File: config.mk
export PLATFORM = sky130hd
export DESIGN_NAME = stf_mirror_step
export DESIGN_NICKNAME = d
export VERILOG_FILES = /design/src/design/stf_mirror_step.sv
export SDC_FILE = /design/constraint.sdc
export NUM_CORES = 1
export LEC_CHECK = 0
export CORE_UTILIZATION = 35
export DETAILED_ROUTE_END_ITERATION = 12
export DONT_BUFFER_PORTS = 1
export GPL_ROUTABILITY_DRIVEN = 0
export PLACE_DENSITY = 0.56
export SYNTH_ARGS = -nofsm -noshare
export SYNTH_HDL_FRONTEND = slang
export SYNTH_SLANG_ARGS = --single-unit
File: constraint.sdc
create_clock -name vclk -period 8.25
set_input_delay 1.65 -clock vclk [all_inputs]
set_output_delay 1.65 -clock vclk [all_outputs]
set_load 0.05 [all_outputs]
File: src/design/stf_mirror_step.sv
// One step of a mirrored index walk (edge reflection, folds repeatedly).
module stf_mirror_step #(
    parameter int IW = 10,
    parameter int NW = 11
) (
    input  logic [IW-1:0] pos,
    input  logic          dir,
    input  logic [NW-1:0] size,
    input  logic          up,
    output logic [IW-1:0] pos_next,
    output logic          dir_next
);

    logic [IW-1:0] top_idx;

    always_comb
    begin
        top_idx  = IW'(size - NW'(1));
        pos_next = pos;
        dir_next = dir;
        if (up == dir)
        begin
            // moving toward the upper edge
            if (pos == top_idx)
            begin
                dir_next = ~dir;
            end
            else
            begin
                pos_next = pos + IW'(1);
            end
        end
        else
        begin
            if (pos == '0)
            begin
                dir_next = ~dir;
            end
            else
            begin
                pos_next = pos - IW'(1);
            end
        end
    end

endmodule

== Word-level counts from Yosys, hierarchy flattened ==
Cells that the tools add are included.
Storage, ports and cells
  latch bits: 0
  bits in read-only memories: 0
  logic and storage cells: 13
  bits in registers: 0
  bits of input ports: 23
  bits in writable memories: 0
  memories: 0
Operators by class
  $mul: 0
  bitwise operators: 1
  equality and inequality tests: 2
  reductions and logical operators: 1
  shift operators: 0
  divide/modulo/power cells: 0
  multiplexer cells: 6
  add/subtract/negate cells: 3
  magnitude comparators: 0
Operators by type and width (number)
  2-to-1 mux 10 bit: 3
  subtractor 10 x 1 -> 10 bit (second input constant): 2
  adder 10 x 1 -> 10 bit (second input constant): 1
  == test 10 bit: 1
  logical NOT 10 bit: 1
  2-to-1 mux 1 bit: 3
  == test 1 bit: 1
  inverter 1 bit: 1

== Depth between registers and ports, before layout ==
  depth after elaboration: 4
  depth in mapped cells: 10

== Least setup slack after synthesis ==
Ideal clock, no wire load.
  path type: input to output
  start point: in size[3]
  end point: out dir_next
  cell stages on the path: 7
  setup slack: 2.614 ns
  data arrival time: 3.986 ns
  path through: or4_4 -> nor3_1 -> nand3_1 -> a32oi_2 -> nand2_1 -> mux2_2 -> mux2i_1
Between the ends
  word-level cells in the longest chain between the ends: 4
RTL lines
  start, declared: RTL line 8  | input logic [NW-1:0] size,
  subtractor 10 x 1 -> 10 bit: RTL line 18  | top_idx = IW'(size - NW'(1));
  == test 10 bit: RTL line 24  | if (pos == top_idx)
  2-to-1 mux 1 bit: RTL line 24
  2-to-1 mux 1 bit: RTL line 21  | if (up == dir)
  end, declared: RTL line 11  | output logic dir_next
No other way between the ends.

== Final worst setup path ==
  start point: in size[0]
  end point: out pos_next[4]
Between the ends
  word-level cells in the longest chain between the ends: 4
RTL lines
  subtractor 10 x 1 -> 10 bit: RTL line 18
  == test 10 bit: RTL line 24
  2-to-1 mux 10 bit: RTL line 24
  2-to-1 mux 10 bit: RTL line 21
  end, declared: RTL line 10  | output logic [IW-1:0] pos_next,
No other way between the ends.

==> metrics <==
final worst slack=2.333 ns; proportion of layout cells with a drive suffix above 1=0.07143; Comb pwr share=1.000; critical path type=in -> out; largest net degree at the start of global routing=12; crit-path max FO=11; cell taking the most area after synthesis=xnor2_1; status=completed; sw frac=0.7050; # DRC=0; Worst Path Required=6.60 ns; total congestion overflow=0; site row count=17; I/O pin total=34; Routed Antenna Nets=0; FMAX=0.1690 GHz; first-pass GRT wire length=3236 um; Avg Cell Area, Syn=6.951 um^2; RSZ-0062 raised after global routing=false; Tot GR Track Use=0.1559; Ys Warns=0; total power=0.00004902 W; port bufs=0; num sequential=0; wire per inst=14.20 um; Starting Density=0.3712; top cell family by delay on the critical path=XOR/XNOR gates; area delta synth->final=0.6154%; DRT Pass-1 Iters=4; DP Worst Slack=2.331 ns; CP Launch Type=input port; Initial DRC Count=17; slowest CP cell=xnor2_1; die span in x=50.21 um; setup TNS=0 ns; dpl hpwl=1686 um; period utilization=0.7172; Slew Limit Fails=0; CP endpoint kind=primary output; ant diodes=0; Clk pwr share=0; Netlist cell types=47; most frequent cell after synthesis=xnor2_1; Largest stage delay, worst path=0.88 ns; sequential power share=0; initial antenna violation count=0; post-CTS setup repair buffer count=0; Mapped Area=813.3 um^2; register area=0 um^2; power density of the placed cells=59.91 mW/mm^2; CP bufs+invs=1; PostCTS Resize Cnt=0; min Tclk post-route=5.917 ns; vias in the first global route=795; via count=874; worst hold slack=3.465 ns; Internal Dissipation=0.00001446 W; max cap viols=0; top cells by area, synth=xnor2_1 14%, nor3_1 5.5%, nor2_1 5.5%, ha_1 4.6%, nand3_1 4.3%; Total Routed Length=1988 um; vias per cell=6.243; peak supply drop=29.34 uV; Pleak=0.2293 nW; # hold bufs at CTS=0; Core Region=0.002191 mm^2; worst slew pin tran=1.107 ns; CP arrival=4.27 ns; sequential area share after synthesis=0; fin cells=140; fillers=237; P_sw=0.00003456 W; Final setup viols=0; Post-synth top cells=13 x xnor2_1, 12 x nor2_1, 9 x nor3_1, 7 x nand3_1; endpoints failing hold=0; Slew Limit Headroom=0.2564; Final nets=140; die area=0.002521 mm^2; crit path cell chain=inv_1 -> ha_1 -> nand2b_1 -> or4b_1 -> nand4_1 -> a2111oi_4 -> a21oi_2 -> a41oi_1 -> xnor2_1; Worst Hold Class=in -> out; top cell type's share of synthesized area=0.1400; Synthesized Nets=143; Cells after Synth=117; die height=50.21 um; clkbuf count=0; dpl cells=140
## layer usage
metal,part of all wire,up-vias,track usage
met1,0.45,407,0.1993
met4,0.0096,0,0.01429
met2,0.49,26,0.2867
met5,0,-,0
li1,-,439,-
met3,0.052,2,0.01515
## path summary, 6_finish.rpt
check                    from           to  slack [ns]  cells after the start
worst max-delay path  size[0]  pos_next[4]        2.33                      9
worst min-delay path   pos[8]  pos_next[8]        3.47                      1
## cells in the final DEF, fill, tap and decap left out, drive strengths merged, types with 3 or more instances in the layout
cell / instances
nor2: 12
o21ai: 4
nor4: 3
xnor2: 13
xor2: 4
nand3: 7
nor3: 10
ha: 3
inv: 6
mux2i: 3
a21oi: 6
or4: 3
nand2: 6
## power by group through the flow
| stage | combinational, W | clock [W] | sequential [W] |
|---|---|---|---|
| 2_1_floorplan | 0.0000485 | 0 | 0 |
| 3_3_place_gp | 0.0000487 | 0 | 0 |
| 3_5_place_dp | 0.0000491 | 0 | 0 |
| 4_1_cts | 0.0000493 | 0 | 0 |
| 5_1_grt | 0.0000528 | 0 | 0 |
| 6_report | 0.0000490 | 0 | 0 |
## stage by stage
stage,cell area [um^2],utilization
2_1_floorplan,813.3,-
3_3_place_gp,818.3,0.3735
3_5_place_dp,818.3,0.3735
4_1_cts,818.3,0.3735
5_1_grt,818.3,0.3735
6_report,818.3,0.3735
## cell type report
| cell class | instances | area, um^2 | share of cell area |
|---|---|---|---|
| multi-input combinational | 106 | 760.7 | 0.9297 |
| tap | 28 | 35.03 | 0.04281 |
| inverter | 6 | 22.52 | 0.02752 |
## cell families after synthesis
| group | Yosys count | share of synthesized area |
|---|---|---|
| simple gates | 53 | 0.3585 |
| compound gates | 29 | 0.2970 |
| xor+xnor | 17 | 0.1831 |
| buf+inv | 11 | 0.06460 |
| mux | 4 | 0.05077 |
| fa+ha+maj | 3 | 0.04616 |
Power figures use the tool's default switching activity.
