===== src/design/stf_pkg.sv =====
// Shared constants, register codes and tap weight function of the triangle filter.
package stf_pkg;

    localparam int DEF_MAX_RADIUS = 8;
    localparam int DEF_MAX_WIDTH  = 1024;
    localparam int DEF_MAX_HEIGHT = 1024;

    localparam int CFG_IDX_W  = 3;
    localparam int CFG_DATA_W = 25;
    localparam int RADIUS_W   = 4;
    localparam int CENTER_W   = 16;
    localparam int NORM_W     = 25;
    localparam int DIM_W      = 11;
    localparam int PIXEL_W    = 16;
    localparam int VALUE_W    = 24;
    localparam int TAP_W      = 16;
    localparam int COLSUM_W   = 33;
    localparam int TOTAL_W    = 49;

    localparam logic [CFG_IDX_W-1:0] REG_RADIUS = 3'd0;
    localparam logic [CFG_IDX_W-1:0] REG_CENTER = 3'd1;
    localparam logic [CFG_IDX_W-1:0] REG_NORM   = 3'd2;
    localparam logic [CFG_IDX_W-1:0] REG_WIDTH  = 3'd3;
    localparam logic [CFG_IDX_W-1:0] REG_HEIGHT = 3'd4;

    localparam int RST_RADIUS = 1;
    localparam int RST_CENTER = 512;
    localparam int RST_NORM   = 1048576;
    localparam int RST_WIDTH  = 640;
    localparam int RST_HEIGHT = 480;

    localparam logic [VALUE_W-1:0] VALUE_MAX = 24'hFFFFFF;

    // weight of tap at distance a for radius r
    function automatic logic [TAP_W-1:0] tap_weight(
        input logic [RADIUS_W-1:0] r,
        input logic [RADIUS_W-1:0] a,
        input logic [CENTER_W-1:0] center
    );
        logic [RADIUS_W:0] span;
        begin
            span = {1'b0, r} + 5'd1 - {1'b0, a};
            if (r == 4'd1)
            begin
                tap_weight = (a == 4'd0) ? center : 16'd256;
            end
            else
            begin
                tap_weight = 16'({span, 8'd0});
            end
        end
    endfunction

endpackage


===== src/design/stf_cell.sv =====
// One cell of the column-sum chain: holds a column sum, takes its neighbor's on shift.
module stf_cell #(
    parameter int DW = stf_pkg::COLSUM_W
) (
    input  logic          clk,
    input  logic          shift,
    input  logic [DW-1:0] d,
    output logic [DW-1:0] q
);

    logic [DW-1:0] data_reg;

    always_ff @(posedge clk)
    begin
        if (shift)
        begin
            data_reg <= d;
        end
    end

    assign q = data_reg;

endmodule


===== config.mk =====
export PLATFORM = sky130hd
export DESIGN_NAME = stf_cell
export DESIGN_NICKNAME = d
export VERILOG_FILES = /design/src/design/stf_pkg.sv /design/src/design/stf_cell.sv
export SDC_FILE = /design/constraint.sdc
export NUM_CORES = 1
export LEC_CHECK = 0
export ABC_AREA = 1
export BUFFER_PORTS_ARGS = -buffer_cell sky130_fd_sc_hd__buf_2
export CAP_MARGIN = 25
export CORE_ASPECT_RATIO = 0.75
export CORE_MARGIN = 5
export CORE_UTILIZATION = 39
export DETAILED_ROUTE_END_ITERATION = 8
export GPL_ROUTABILITY_DRIVEN = 1
export GPL_TIMING_DRIVEN = 0
export MAX_ROUTING_LAYER = met4
export PLACE_DENSITY = 0.76
export SETUP_SLACK_MARGIN = 0.4
export SYNTH_ARGS = -nofsm -noshare
export SYNTH_HDL_FRONTEND = slang
export SYNTH_SLANG_ARGS = --single-unit
export TNS_END_PERCENT = 10

===== constraint.sdc =====
create_clock -name clk -period 0.8 [get_ports clk]
set_clock_uncertainty 0.15 [all_clocks]
set_input_delay 0.04 -clock clk [delete_from_list [all_inputs] [get_ports clk]]
set_output_delay 0.04 -clock clk [all_outputs]
set_load 0.01 [all_outputs]

# == Word level (Yosys, flattened, before mapping) ==
# Cells that the tools add are included.
# W data, S select, Z words.
# word_totals
register_bits,33
in_bits,35
output_inout_bits,33
word_cells,1

# == Longest topological paths before layout ==
# logic_depth
ltp_word,0
ltp_mapped,0
depth_no_buf,0

# == Worst setup path after synthesis ==
# Ideal clock, no wire load.
# synth_timing
kind,reg-to-output
start,"reg data_reg[0], in the netlist q[0]"
end,out q[0]
t_arrival_ps,394
path_slack_ps,216
path_stages_with_launch,1
path_cell_list,edfxtp_1
# synth_lines
item,line,source
from (decl),stf_cell.sv:11,logic [DW-1:0] data_reg;
from (signal assigned),stf_cell.sv:17,data_reg <= d;
to (decl),stf_cell.sv:8,output logic [DW-1:0] q
# No word-level cell between the ends.

# == Worst setup path after layout ==
# layout_timing
start,"reg data_reg[24], in the netlist q[24]"
end,out q[24]
# No word-level cell between the ends.

==> metrics.md <==
| Metric | Value |
|---|---|
| Sequential cell area | `991.0 µm²` |
| First-pass GRT wire length | `2787 µm` |
| Nets | `142` |
| Final Total Pwr | `3.197 mW` |
| Maximum clock frequency | `964.3 MHz` |
| Global Route met3 Usage | `0.05637` |
| Via count | `590` |
| CTS tree | `yes` |
| Slew margin rel. | `0.8473` |
| Slowest-stage cell, CP | `edfxtp_1` |
| RSZ-0062 raised after global routing | `true` |
| Number of clock sinks | `33` |
| Placement Cell Area | `1369 µm²` |
| Placed insts | `134` |
| Syn avg cell area | `30.03 µm²` |
| Top Family by Delay on Critical Path | `flip-flops` |
| Vias in the first global route | `594` |
| # H-tree levels | `2` |
| CP Max Fanout | `1` |
| Starting density of the core | `0.4190` |
| Longest Clk Path Bufs | `2` |
| Setup repair bufs after CTS | `0` |
| Final cell count without fillers | `142` |
| Design Area, Final | `1429 µm²` |
| Tot GR Track Use | `0.1167` |
| Max Transition Viols Final | `0` |
| Mapped Nets | `68` |
| Maxcap violations | `0` |
| Crit-path max cell delay | `0.38 ns` |
| Tcrit/Tclk final | `1.296` |
| Synth cell types | `1` |
| Syn-to-layout area delta | `44.19%` |
| Post-synthesis mux area share | `0` |
| Final routed DRC violation total | `0` |
| CP Launch Type | `flip-flop` |
| M2 GR Usage | `0.1968` |
| Clock transition at path regs | `0.09 ns` |
| Setup Crit Path Kind | `flip-flop to output port` |
| Worst hold slack | `-0.2582 ns` |
| Core Rows | `15` |
| Root Driver | `clkbuf_4` |
| Peak VDD IR | `1058 µV` |
| Endpoint class of the critical path | `output port` |
| Top-Level Pins | `68` |
| Synth Area in Simple Gates | `0` |
| ANT nets after route | `0` |
| Multi-input combinational gate total | `0` |
| Finished Core Util | `0.6042` |
| Cell Chain, Critical Path | `buf_2` |
| Largest net degree at the start of global routing | `34` |
| Final critical-path required period | `1.037 ns` |
| Multi-input gate area | `0 µm²` |
| DR iter-0 viols | `16` |
| Synth Area in Adders | `0` |
| Global placer's final weighted congestion | `0.7423` |
| Grt total ovfl | `0` |
| Worst-margin pin slew | `0.2291 ns` |
| Post-synthesis sequential area ratio | `1.000` |
| Avg WL per Cell | `13.86 µm` |
| Status | `finished, violations left` |
| Fillers | `196` |
| CP bufs+invs | `1` |
| Post-synthesis compound-gate area fraction | `0` |
| Synth Area in XOR/XNOR | `0` |
| Via density | `4.155` |
| GRT met1 Usage | `0.1116` |
| I/O Buffers | `67` |
| Cell area after synthesis | `991.0 µm²` |
| Failing checks | `hold timing, setup timing` |
| Largest register FFs | `33` |
| Die Ht | `53.66 µm` |
| Hold WC Path Type | `primary input to flip-flop` |
| GR peak layer | `met2` |
| Syn Inst Count | `33` |
| DR pass1 iterations | `3` |
| Share of cells above drive strength 1 | `0.6759` |
| Die width | `68.21 µm` |
| Core area | `2365 µm²` |
| WP data required | `0.61 ns` |
| Post-Route WL | `1968 µm` |
| YS warnings | `0` |
| Final worst setup slack | `-0.2370 ns` |
| Pwr/cell area | `2237 nW/µm²` |
| Inserted Diodes | `0` |
| Die area | `3660 µm²` |
| Leakage Power | `0.6201 nW` |
| Initial antenna violation count | `0` |
| Final hold violation count | `66` |
| TritonCTS buffer count | `5` |
| Final setup vio count | `33` |
| Synthesized flop and latch total | `33` |
| Crit path arrival time | `0.85 ns` |
[synthesized netlist by cell type, drive strengths merged]
cell type / number / share of area
edfxtp: 33 / 1.0
[stage by stage]
step / setup slack [ns] / setup TNS [ns]
2_1_floorplan: 0.2162 / 0
3_3_place_gp: -0.2974 / -9.789
3_5_place_dp: -0.3354 / -11.04
4_1_cts: -0.2709 / -8.042
5_1_grt: -0.3048 / -9.013
6_report: -0.2370 / -7.111
[metal layers]
layer,vias up,share of wire
met2,42,0.51
met5,-,0
met3,3,0.12
li1,284,-
met4,0,0.012
met1,261,0.36
[placed cells by master, fill, tap and decap left out, drive strengths merged]
cell,count
buf,67
edfxtp,33
clkbuf,5
clkinv,3
[report_power, final]
| part | internal [mW] | total [mW] | switching (mW) |
|---|---|---|---|
| clock | 0.317 | 0.801 | 0.484 |
| combinational | 0.148 | 0.315 | 0.167 |
| sequential | 2.05 | 2.08 | 0.0299 |
[cell families after synthesis]
logic type,count (synthesis)
flops,33
[worst paths after layout]
check	from	to	slack, ns	cells after the start
hold / removal	d[1]	q[1]	-0.26	1
setup / recovery	q[24]	q[24]	-0.24	1
[area by class of cell]
type | instances | area share
timing repair buffer | 67 | 0.2417
tap | 34 | 0.02977
sequential | 33 | 0.6935
clock inverter | 3 | 0.008757
clock buffer | 5 | 0.02627
[timing repair]
| action | CTS | global route |
|---|---|---|
| gates resized for setup | 3 | 0 |
| endpoints found under the setup margin | 66 | 33 |
| endpoints found under the hold margin | 66 | 66 |
(Power assumes the default switching activity.)
